## config.mk

```make
export PLATFORM = sky130hd
export DESIGN_NAME = ptc_apb_regs
export DESIGN_NICKNAME = d
export VERILOG_FILES = /design/src/rtl/ptc_pkg.sv /design/src/rtl/ptc_apb_regs.sv
export SDC_FILE = /design/constraint.sdc
export NUM_CORES = 1
export LEC_CHECK = 0
export ABC_AREA = 1
export BUFFER_PORTS_ARGS = -buffer_cell sky130_fd_sc_hd__buf_4
export CORE_MARGIN = 1
export CORE_UTILIZATION = 46
export DETAILED_ROUTE_END_ITERATION = 6
export GPL_ROUTABILITY_DRIVEN = 0
export HOLD_SLACK_MARGIN = 0.12
export MAX_ROUTING_LAYER = met4
export PLACE_DENSITY = 0.87
export SETUP_SLACK_MARGIN = 0.1
export SYNTH_ARGS = -nofsm -noshare
export SYNTH_HDL_FRONTEND = slang
export SYNTH_SLANG_ARGS = --single-unit
export TNS_END_PERCENT = 50
```

## constraint.sdc

```tcl
create_clock -name clk -period 1.3 [get_ports clk]
set_clock_uncertainty 0.15 [all_clocks]
set_input_delay 0.195 -clock clk [delete_from_list [all_inputs] [get_ports clk]]
set_output_delay 0.195 -clock clk [all_outputs]
set_load 0.05 [all_outputs]
```

## src/rtl/ptc_pkg.sv

```systemverilog
// ----------------------------------------------------------------------------
// ptc_pkg
// Shared widths, register indexes, constants and types for the pressure and
// temperature compensation block.
// ----------------------------------------------------------------------------
package ptc_pkg;

    localparam int RawW    = 24;
    localparam int CoefW   = 16;
    localparam int DtW     = RawW + 1;
    localparam int TempW   = 20;
    localparam int PressW  = 25;
    localparam int WideW   = 40;
    localparam int ProdW   = 64;
    localparam int DataW   = 32;
    localparam int AddrW   = 5;
    localparam int RegIdxW = 3;

    localparam int ProdTW  = DtW + CoefW + 1;
    localparam int ProdDdW = 2 * DtW;
    localparam int SqW     = 2 * TempW;
    localparam int SplitW  = 20;
    localparam int HiW     = WideW - SplitW;
    localparam int PloW    = RawW + SplitW;
    localparam int PhiW    = RawW + 1 + HiW;

    localparam int C5Sh    = 8;
    localparam int ShT     = 23;
    localparam int ShOff   = 7;
    localparam int ShSens  = 8;
    localparam int ShT2    = 31;
    localparam int ShOffC  = 16;
    localparam int ShSensC = 15;
    localparam int ShP1    = 21;
    localparam int ShP2    = 15;

    localparam logic signed [TempW-1:0] TEMP_REF = 20'sd2000;
    localparam logic signed [TempW-1:0] TEMP_LOW = -20'sd1500;

    localparam logic [RegIdxW-1:0] REG_C1 = 3'd0;
    localparam logic [RegIdxW-1:0] REG_C2 = 3'd1;
    localparam logic [RegIdxW-1:0] REG_C3 = 3'd2;
    localparam logic [RegIdxW-1:0] REG_C4 = 3'd3;
    localparam logic [RegIdxW-1:0] REG_C5 = 3'd4;
    localparam logic [RegIdxW-1:0] REG_C6 = 3'd5;

    typedef struct packed {
        logic [CoefW-1:0] c1;
        logic [CoefW-1:0] c2;
        logic [CoefW-1:0] c3;
        logic [CoefW-1:0] c4;
        logic [CoefW-1:0] c5;
        logic [CoefW-1:0] c6;
    } cal_t;

    typedef struct packed {
        logic signed [TempW-1:0] temp;
        logic signed [WideW-1:0] off;
        logic signed [WideW-1:0] sens;
        logic [RawW-1:0]         d1;
    } comp_t;

endpackage

```

## src/rtl/ptc_apb_regs.sv

```systemverilog
// ----------------------------------------------------------------------------
// ptc_apb_regs
// APB register file holding the six calibration words.
// ----------------------------------------------------------------------------
module ptc_apb_regs (
    input  logic                       clk,
    input  logic                       rst_n,
    input  logic                       psel,
    input  logic                       penable,
    input  logic                       pwrite,
    input  logic [ptc_pkg::AddrW-1:0]  paddr,
    input  logic [ptc_pkg::DataW-1:0]  pwdata,
    output logic [ptc_pkg::DataW-1:0]  prdata,
    output logic                       pready,
    output ptc_pkg::cal_t              cal
);
    import ptc_pkg::*;

    cal_t               cal_reg;
    cal_t               cal_next;
    logic [RegIdxW-1:0] idx;
    logic               wr_en;

    assign idx    = paddr[AddrW-1:2];
    assign wr_en  = psel && penable && pwrite;
    assign pready = 1'b1;
    assign cal    = cal_reg;

    always_comb
    begin
        cal_next = cal_reg;
        if (wr_en)
        begin
            case (idx)
                REG_C1:  cal_next.c1 = pwdata[CoefW-1:0];
                REG_C2:  cal_next.c2 = pwdata[CoefW-1:0];
                REG_C3:  cal_next.c3 = pwdata[CoefW-1:0];
                REG_C4:  cal_next.c4 = pwdata[CoefW-1:0];
                REG_C5:  cal_next.c5 = pwdata[CoefW-1:0];
                REG_C6:  cal_next.c6 = pwdata[CoefW-1:0];
                default: cal_next = cal_reg;
            endcase
        end
    end

    always_ff @(posedge clk or negedge rst_n)
    begin
        if (!rst_n)
        begin
            cal_reg <= '0;
        end
        else
        begin
            cal_reg <= cal_next;
        end
    end

    always_comb
    begin
        case (idx)
            REG_C1:  prdata = DataW'(cal_reg.c1);
            REG_C2:  prdata = DataW'(cal_reg.c2);
            REG_C3:  prdata = DataW'(cal_reg.c3);
            REG_C4:  prdata = DataW'(cal_reg.c4);
            REG_C5:  prdata = DataW'(cal_reg.c5);
            REG_C6:  prdata = DataW'(cal_reg.c6);
            default: prdata = '0;
        endcase
    end

endmodule

```

==> out/results.tsv <==
metric	value	unit
Final Hold Vio Count	0	
#FFs+latches synth	96	
final critical-path required period	1.81	ns
Synth Area per Inst	7.70	sq um
Setup Crit Path Kind	reg -> out	
M1 WL	6.80	mm
max reg flops	96	
top cell type's share of synthesized area	0.489	
mapped cell area	0.00491	sq mm
clock latency on the worst-skew pair	0.36	ns
Worst EP required	0.95	ns
residual DRC count	0	
post-route cell area	0.00867	sq mm
CP Cell Sequence	nand4_1 > nand2_1 > nor2_4 > nand2_4 > buf_8	
DRT iter0 DRCs	529	
# clock sinks	96	
gr usage total	0.353	
Routed Antenna Nets	0	
IO Port Bufs	135	
CP arrival	1.47	ns
Final Util	0.840	
die area	0.0111	sq mm
Post-synth EDFFs	0	
type of destination of the critical path	output port	
final setup margin	-0.511	ns
# rows	37	
Post-Place Worst Slack	-0.322	ns
Highest Clock Rate	0.552	GHz
Final Net Count	915	
origin of the worst setup path	cal[40]	
Initial Util	0.476	
outcome	complete, but fails checks	
Layout area overhead	76.4	%
most numerous cell in the Yosys netlist	nand2_1	
WL met3	1.91	mm
R2R Path Start	cal[6]	
crit-path max FO	2	
highest routed layer	met4	
placed wire-length estimate	11.7	mm
CTS buffer count	9	
Startpoint Class	flip-flop	
failing checks	negative setup slack	
Peak supply drop	983	uV
number of diodes	0	
vias per cell	5.90	
synth top area cells	dfrtp_1 49%, nand2_1 17%, o21ai_0 8.5%, nand3_1 4.9%, buf_4 4.0%	
Synth Instances	638	
Die H	105	um
cell taking the most area after synthesis	dfrtp_1	
CP peak stage delay	0.43	ns
Critical-path top delay cell	dfrtp_2	
pin count of the biggest net entering global routing	35	
CTS Root Buffer Type	clkbuf_8	
Yosys cell types	19	
Synth warnings	0	
drt pass-1 iters	5	
Reg clk slew, reported paths	0.09	ns
synth cell count leaders	220 x nand2_1, 96 x dfrtp_1, 83 x o21ai_0	
pwr dens	1560	mW/mm^2
dominant synthesized flop cell	dfrtp_1	
Tcrit/Tclk final	1.39	
final setup TNS	-14.76	ns
via count	5972	
final-report max-slew violation count	0	
Leakage	4.12	nW
met2 WL	10.9	mm
number of global-route vias before repair	5641	
setup violators final	95	
post-DR wirelength/cell	20.7	um
CP Buf/Inv Count	1	
FFs w/ async S/R, synth	1.00	
GRT overflow	0	
Seq/Total Area, Yosys	0.489	
core area	0.0103	sq mm
first-pass GRT wire length	29.1	mm
Total Power	13.5	mW
CP top delay family	simple AND/OR/NAND/NOR gates	
WL final	20.9	mm
CTS tree	yes	
DIE WIDTH	105	um
layout cells sized above 1	0.512	
RSZ-0062 raised after global routing	true	
antenna violations before repair	0	
placed cell area	0.00686	sq mm
I/O pins	171	
HP Class	in -> async	
clock tree buffer depth	2	
max_cap viols	0	
CTS H-tree lvls	3	
[per-stage QoR]
| stage | cells | hold WS (ns) |
|---|---|---|
| 5_1_grt | 1013 | 0.128 |
| 4_1_cts | 989 | 0.108 |
| 3_3_place_gp | 947 | -0.0639 |
| 3_5_place_dp | 947 | -0.0590 |
| 2_1_floorplan | 653 | -0.251 |
| 6_report | 1013 | 0.127 |
[power by group]
group	total (mW)	internal (mW)	switching [mW]
clock network	2.02	0.991	1.03
registers	4.23	3.68	0.554
logic	7.28	3.00	4.28
total	13.5	7.67	5.87
[cell type report]
type | instances | area, sq um
clock inverter | 2 | 38.8
sequential | 96 | 2520
inverter | 34 | 135
multi-input combinational | 464 | 2430
clock buffer | 13 | 159
tap | 136 | 170
fill | 496 | 1650
timing repair buffer | 268 | 3210
[logic make-up after synthesis]
logic type,Yosys count,synth area share
buffers and inverters,93,0.0980
other,2,0.00153
AOI/OAI and AO/OA,108,0.110
DFF,96,0.489
and+or+nand+nor,339,0.302
[worst paths after layout]
| kind | to | slack, ns | cells past startpoint |
|---|---|---|---|
| min in group clk | cal[85] | 0.26 | 5 |
| min reg2reg | cal[87] | 0.40 | 2 |
| max reg2reg | cal[6] | 0.17 | 4 |
| max in group asynchronous | cal[62] | 0.40 | 3 |
| min | cal[85] | 0.13 | 2 |
| max | prdata[8] | -0.51 | 5 |
[repair_timing]
action	in CTS	in global routing
hold buffers	17	0
endpoints found under the hold margin	192	0
setup endpoints to repair	125	133
gates resized for setup	243	85
buffers inserted	18	38
pin swaps	41	25
[routing by layer]
metal	track usage	up-vias
li1	-	2513
met1	0.397	2824
met2	0.609	497
met3	0.0575	138
met4	0.178	0
met5	-	-
[cell usage in the layout (no fill, tap or decap), drive strengths merged]
| cell | instances |
|---|---|
| buf | 251 |
| nand2 | 223 |
| o21ai | 108 |
| dfrtp | 96 |
| nand3 | 52 |
| nor2 | 36 |
| inv | 34 |
| nand4 | 28 |
| conb | 17 |
| dlygate4sd3 | 17 |
| clkbuf | 13 |
| bufinv | 1 |
| clkinv | 1 |
Note: power is estimated with default switching activity, not from simulation.
