--- config.mk ---
export PLATFORM = sky130hd
export DESIGN_NAME = ptc_press_calc_flat
export DESIGN_NICKNAME = d
export VERILOG_FILES = /design/src/rtl/ptc_pkg.sv /design/src/rtl/ptc_ifs.sv /design/src/rtl/ptc_press_calc.sv /design/src/flat_wrapper.sv
export SDC_FILE = /design/constraint.sdc
export NUM_CORES = 2
export LEC_CHECK = 0
export BUFFER_PORTS_ARGS = -buffer_cell sky130_fd_sc_hd__buf_2
export CAP_MARGIN = 25
export CORE_MARGIN = 1.5
export CORE_UTILIZATION = 59
export DETAILED_ROUTE_END_ITERATION = 10
export GPL_TIMING_DRIVEN = 0
export PLACE_DENSITY_LB_ADDON = 0.05
export SLEW_MARGIN = 10
export SYNTH_ARGS = -nofsm -noshare
export SYNTH_HDL_FRONTEND = slang
export SYNTH_SLANG_ARGS = --single-unit
--- constraint.sdc ---
create_clock -name clk -period 5.85 [get_ports clk]
set_input_delay 0 -clock clk [delete_from_list [all_inputs] [get_ports clk]]
set_output_delay 0 -clock clk [all_outputs]
set_load 0.005 [all_outputs]
--- src/rtl/ptc_pkg.sv ---
// ----------------------------------------------------------------------------
// ptc_pkg
// Shared widths, register indexes, constants and types for the pressure and
// temperature compensation block.
// ----------------------------------------------------------------------------
package ptc_pkg;

    localparam int RawW    = 24;
    localparam int CoefW   = 16;
    localparam int DtW     = RawW + 1;
    localparam int TempW   = 20;
    localparam int PressW  = 25;
    localparam int WideW   = 40;
    localparam int ProdW   = 64;
    localparam int DataW   = 32;
    localparam int AddrW   = 5;
    localparam int RegIdxW = 3;

    localparam int ProdTW  = DtW + CoefW + 1;
    localparam int ProdDdW = 2 * DtW;
    localparam int SqW     = 2 * TempW;
    localparam int SplitW  = 20;
    localparam int HiW     = WideW - SplitW;
    localparam int PloW    = RawW + SplitW;
    localparam int PhiW    = RawW + 1 + HiW;

    localparam int C5Sh    = 8;
    localparam int ShT     = 23;
    localparam int ShOff   = 7;
    localparam int ShSens  = 8;
    localparam int ShT2    = 31;
    localparam int ShOffC  = 16;
    localparam int ShSensC = 15;
    localparam int ShP1    = 21;
    localparam int ShP2    = 15;

    localparam logic signed [TempW-1:0] TEMP_REF = 20'sd2000;
    localparam logic signed [TempW-1:0] TEMP_LOW = -20'sd1500;

    localparam logic [RegIdxW-1:0] REG_C1 = 3'd0;
    localparam logic [RegIdxW-1:0] REG_C2 = 3'd1;
    localparam logic [RegIdxW-1:0] REG_C3 = 3'd2;
    localparam logic [RegIdxW-1:0] REG_C4 = 3'd3;
    localparam logic [RegIdxW-1:0] REG_C5 = 3'd4;
    localparam logic [RegIdxW-1:0] REG_C6 = 3'd5;

    typedef struct packed {
        logic [CoefW-1:0] c1;
        logic [CoefW-1:0] c2;
        logic [CoefW-1:0] c3;
        logic [CoefW-1:0] c4;
        logic [CoefW-1:0] c5;
        logic [CoefW-1:0] c6;
    } cal_t;

    typedef struct packed {
        logic signed [TempW-1:0] temp;
        logic signed [WideW-1:0] off;
        logic signed [WideW-1:0] sens;
        logic [RawW-1:0]         d1;
    } comp_t;

endpackage

--- src/rtl/ptc_ifs.sv ---


interface ptc_out_if;
    import ptc_pkg::*;

    logic                    valid;
    logic                    ready;
    logic signed [TempW-1:0] temperature_centi;
    logic [PressW-1:0]       pressure_pascal;

    modport source (output valid, output temperature_centi, output pressure_pascal, input ready);
    modport sink (input valid, input temperature_centi, input pressure_pascal, output ready);
endinterface

--- src/rtl/ptc_press_calc.sv ---
// ----------------------------------------------------------------------------
// ptc_press_calc
// Three-stage pipeline: split raw pressure by sensitivity product, offset
// removal, scaling and clamp to zero.
// ----------------------------------------------------------------------------
module ptc_press_calc (
    input  logic           clk,
    input  logic           rst_n,
    input  logic           mid_valid,
    output logic           mid_ready,
    input  ptc_pkg::comp_t mid,
    ptc_out_if.source      result_out
);
    import ptc_pkg::*;

    localparam int NumSt = 3;

    logic [NumSt-1:0] vld_reg;
    logic [NumSt-1:0] vld_next;
    logic [NumSt-1:0] vld_src;
    logic [NumSt:0]   adv;

    // stage 1
    logic [PloW-1:0]         plo_s1_reg;
    logic signed [PhiW-1:0]  phi_s1_reg;
    logic signed [WideW-1:0] off_s1_reg;
    logic signed [TempW-1:0] temp_s1_reg;
    // stage 2
    logic signed [ProdW-1:0] prod_s2_reg;
    logic signed [ProdW-1:0] prod_next;
    logic signed [WideW-1:0] off_s2_reg;
    logic signed [TempW-1:0] temp_s2_reg;
    // stage 3
    logic signed [ProdW-1:0] diff;
    logic signed [ProdW-1:0] p_val;
    logic [PressW-1:0]       press_next;
    logic [PressW-1:0]       press_reg;
    logic signed [TempW-1:0] temp_reg;

    assign vld_src = {vld_reg[NumSt-2:0], mid_valid};

    always_comb
    begin
        adv[NumSt] = result_out.ready;
        for (int k = NumSt - 1; k >= 0; k--)
        begin
            adv[k] = !vld_reg[k] || adv[k+1];
        end
        for (int k = 0; k < NumSt; k++)
        begin
            vld_next[k] = adv[k] ? vld_src[k] : vld_reg[k];
        end
    end

    assign mid_ready                    = adv[0];
    assign result_out.valid             = vld_reg[NumSt-1];
    assign result_out.temperature_centi = temp_reg;
    assign result_out.pressure_pascal   = press_reg;

    always_ff @(posedge clk or negedge rst_n)
    begin
        if (!rst_n)
        begin
            vld_reg <= '0;
        end
        else
        begin
            vld_reg <= vld_next;
        end
    end

    // partial products, low part unsigned and high part signed
    always_ff @(posedge clk)
    begin
        if (adv[0])
        begin
            plo_s1_reg  <= PloW'(mid.d1) * PloW'(mid.sens[SplitW-1:0]);
            phi_s1_reg  <= $signed({1'b0, mid.d1}) * $signed(mid.sens[WideW-1:SplitW]);
            off_s1_reg  <= mid.off;
            temp_s1_reg <= mid.temp;
        end
    end

    assign prod_next = (ProdW'(phi_s1_reg) <<< SplitW) + $signed(ProdW'(plo_s1_reg));

    always_ff @(posedge clk)
    begin
        if (adv[1])
        begin
            prod_s2_reg <= prod_next;
            off_s2_reg  <= off_s1_reg;
            temp_s2_reg <= temp_s1_reg;
        end
    end

    always_comb
    begin
        diff       = (prod_s2_reg >>> ShP1) - ProdW'(off_s2_reg);
        p_val      = diff >>> ShP2;
        press_next = p_val[ProdW-1] ? '0 : p_val[PressW-1:0];
    end

    always_ff @(posedge clk)
    begin
        if (adv[2])
        begin
            press_reg <= press_next;
            temp_reg  <= temp_s2_reg;
        end
    end

endmodule

--- src/flat_wrapper.sv ---
// flat-port wrapper written by rule: the top's interface ports become plain ports
module ptc_press_calc_flat import ptc_pkg::*;
  (clk, rst_n, mid_valid, mid_ready, mid, result_out_valid, result_out_temperature_centi, result_out_pressure_pascal, result_out_ready);
  ptc_out_if result_out_i ();
  input  logic clk;
  input  logic rst_n;
  input  logic mid_valid;
  output logic mid_ready;
  input  ptc_pkg::comp_t mid;
  output wire logic [$bits(result_out_i.valid)-1:0] result_out_valid;
  output wire logic [$bits(result_out_i.temperature_centi)-1:0] result_out_temperature_centi;
  output wire logic [$bits(result_out_i.pressure_pascal)-1:0] result_out_pressure_pascal;
  input wire logic [$bits(result_out_i.ready)-1:0] result_out_ready;
  assign result_out_valid = result_out_i.valid;
  assign result_out_temperature_centi = result_out_i.temperature_centi;
  assign result_out_pressure_pascal = result_out_i.pressure_pascal;
  assign result_out_i.ready = result_out_ready;
  ptc_press_calc u_core (.clk(clk), .rst_n(rst_n), .mid_valid(mid_valid), .mid_ready(mid_ready), .mid(mid), .result_out(result_out_i));
endmodule
==> flow_metrics.py <==
metrics = {
    "synth": {
        "synth_warnings": 0,
        "synth_area_sq_um": 43000,
        "synth_top_area_share_pct": 36.5,
        "synth_cell_types": 82,
        "synth_ff_type": "edfxtp_1",
        "synth.area.top_cells": "fa_1 37%, edfxtp_1 19%, ha_1 11%",
        "synthCells": 4305,
        "avgSynthCellArea_sq_um": 10.0,
        "synth_nets": 5610,
        "synth-edff-count": 276,
        "synth_top_area_cell": "fa_1",
        "ys_ff_latch": 279,
        "yosysSeqAreaShare_pct": 19.4,
        "async_flop_share_pct": 1.08,
    },
    "timing": {
        "finalSetupViolCount": 17,
        "fmax_mhz": 164,
        "period_minus_slack_ns": 6.11,
        "slew_viol_final": 0,
        "worst_slack_ns": -0.256,
        "rsz0062_at_grt": "true",
        "skew_ns": 0.0284,
        "fin_tns_setup_ns": -1.86,
        "slew_headroom_pct": 46.8,
        "hold_viol": 0,
        "fin_crit_sh_pct": 104,
        "worst_slew_pin_slew_ns": 0.799,
    },
    "floorplanning": {
        "coreArea_sq_um": 71900,
        "rows": 98,
        "die_area_sq_um": 74600,
        "fp.dieW_um": 273,
        "ios": 175,
        "die_y_um": 273,
        "initial_core_util_pct": 59.9,
    },
    "worst_setup_path": {
        "crit_arrival_ns": 6.44,
        "required_ns": 6.18,
        "cp_max_fo": 10,
        "critPathLaunchType": "input pin",
        "crit_type": "in -> reg",
        "end_kind": "flip-flop",
    },
    "clock_tree": {
        "htreeDepth": 1,
        "clkLatencyLatePin_ns": 0.57,
        "clkSinkCount": 279,
        "cts_tree": "yes",
        "clk_path_buf_depth": 3,
        "numCtsBuffers": 27,
        "ctsRootBufferMaster": "clkbuf_16",
        "clk_pin_slew_worst_paths_ns": 0.06,
    },
    "grt": {
        "grt_max_degree": 25,
        "grt_pass1_vias": 33000,
        "overflow": 0,
        "track_usage_pct": 35.0,
        "grt_antenna_before_repair": 8,
        "grt_pass1_wl_um": 193000,
    },
    "detailed_routing": {
        "ant_nets": 0,
        "drt-pass1-iter-count": 5,
        "met1_length_um": 50900,
        "wl_met2_um": 57900,
        "vias_per_cell": 5.62,
        "wl_per_cell_um": 22.8,
        "top_layer": "met5",
        "routed_wl_um": 130000,
        "dr_wl_met3_um": 14600,
        "drt-initial-drc-count": 2520,
        "num_vias": 32000,
        "drc": 0,
    },
    "cells_and_area": {
        "finalCoreUtilization_pct": 71.1,
        "num-nets-final": 6014,
        "largest_reg_flops": 44,
        "layout_commonest_cell": "inv_1",
        "fin_cells": 5691,
        "syn2layout_area_growth_pct": 18.8,
        "layout_common_cells": "881 x inv_1, 742 x fa_1, 523 x nand2_1",
        "layout-drive-gt1-share_pct": 17.0,
    },
    "place": {
        "gp_congestion": 0.970,
        "placedCellCount": 5426,
        "portBuffers": 152,
        "dp.final_hpwl_um": 102000,
    },
    "outcome": {
        "status": "finished with violations",
        "violations": "negative setup slack",
    },
    "flow_run": {
        "maxCapViolCount": 0,
    },
    "min_path": {
        "hold_path.class": "in -> reg",
    },
}
cell type report:
cell class	count	area (sq um)
diodes	12	30.0
plain buffers	185	2300
multi-input cells	2916	31700
repair buffers	378	3250
clock buffers	30	687
flip-flops and latches	279	8360
clock inverters	19	160
inverters	922	3470
fillers	5475	20700
well taps	950	1190
synth_stat cells, types with 5 or more instances:
library cell  instances
o21ai_1               7
xnor2_1              76
clkbuf_1            184
and3_1               17
and2_1              463
o211ai_1              9
nand4_1              16
fa_1                785
o21bai_1             13
edfxtp_1            276
nand2_1             540
nand2b_1             29
o2111ai_1             5
or2_2                 5
nand3_1              26
o21a_1               10
o21ai_0              46
a211o_1               7
a31o_2                7
a21o_1               65
xor2_1               41
inv_1               922
nor3_1               33
ha_1                392
a31oi_1               9
nor2_1               92
a21boi_0              5
a211oi_1              8
nor2b_1              14
a21oi_1              97
and4_1               11
kinds of logic after synthesis:
| logic type | synth area share [%] |
|---|---|
| AO/OA/AOI/OAI | 5.53 |
| adder cells (fa/ha/maj) | 47.9 |
| buffers and inverters | 9.73 |
| XOR/XNOR | 2.38 |
| flip-flops | 19.4 |
| AND/OR/NAND/NOR | 14.9 |
| multiplexers | 0.0959 |
path summary, 6_finish.rpt:
kind | cells after the start | slack (ns) | from | to
max | 23 | -0.26 | mid[21] | u_core.plo_s1_reg[38]
min | 2 | 0.02 | mid[44] | u_core.phi_s1_reg[0]
max reg2reg | 11 | 2.15 | u_core.phi_s1_reg[1] | u_core.prod_s2_reg[56]
min reg2reg | 0 | 0.40 | u_core.temp_s1_reg[1] | u_core.temp_s2_reg[1]
max in group asynchronous | 3 | 5.41 | rst_n | u_core.vld_reg[0]
min in group asynchronous | 3 | 0.30 | rst_n | u_core.vld_reg[1]
repair_timing:
item                                   in CTS  in global routing
setup buffers                              71                 60
hold buffers                               63                  0
resized for setup                         400                300
setup endpoints to repair                  50                 37
pin swaps                                  94                142
cloned                                      7                  7
endpoints found under the hold margin      64                  0
metal layers:
| metal | GRT usage (%) | vias to the layer above |
|---|---|---|
| met5 | 0 | - |
| met4 | 13.6 | 6 |
| met3 | 8.02 | 358 |
| met2 | 54.4 | 1545 |
| met1 | 48.0 | 16100 |
| li1 | - | 14000 |
through the flow:
stage	area (sq um)	worst slack, ns	hold slack, ns
after floorplan	43800	-0.143	-0.296
after global placement	45800	-2.25	-0.202
after detailed placement	46000	-2.16	-0.200
after CTS	49800	-0.187	0.00615
after global routing	51100	-0.332	0.0359
final	51100	-0.256	0.0223
critical path, cell delays in order:
cell,delay [ns]
clkbuf_2,0.35
nand2_1,0.14
fa_1,0.56
inv_1,0.05
fa_1,0.47
inv_1,0.06
fa_1,0.50
inv_1,0.05
fa_1,0.57
fa_1,0.43
fa_1,0.47
ha_1,0.38
ha_1,0.43
nand4_1,0.23
buf_4,0.21
buf_4,0.14
nor2_1,0.09
nand2_1,0.06
o21ai_1,0.30
nor3_4,0.10
o41ai_2,0.31
a21oi_1,0.17
xnor2_2,0.32
Power is not shown: default switching activity piles up to over one toggle a cycle in this logic, so the estimate is an artifact.
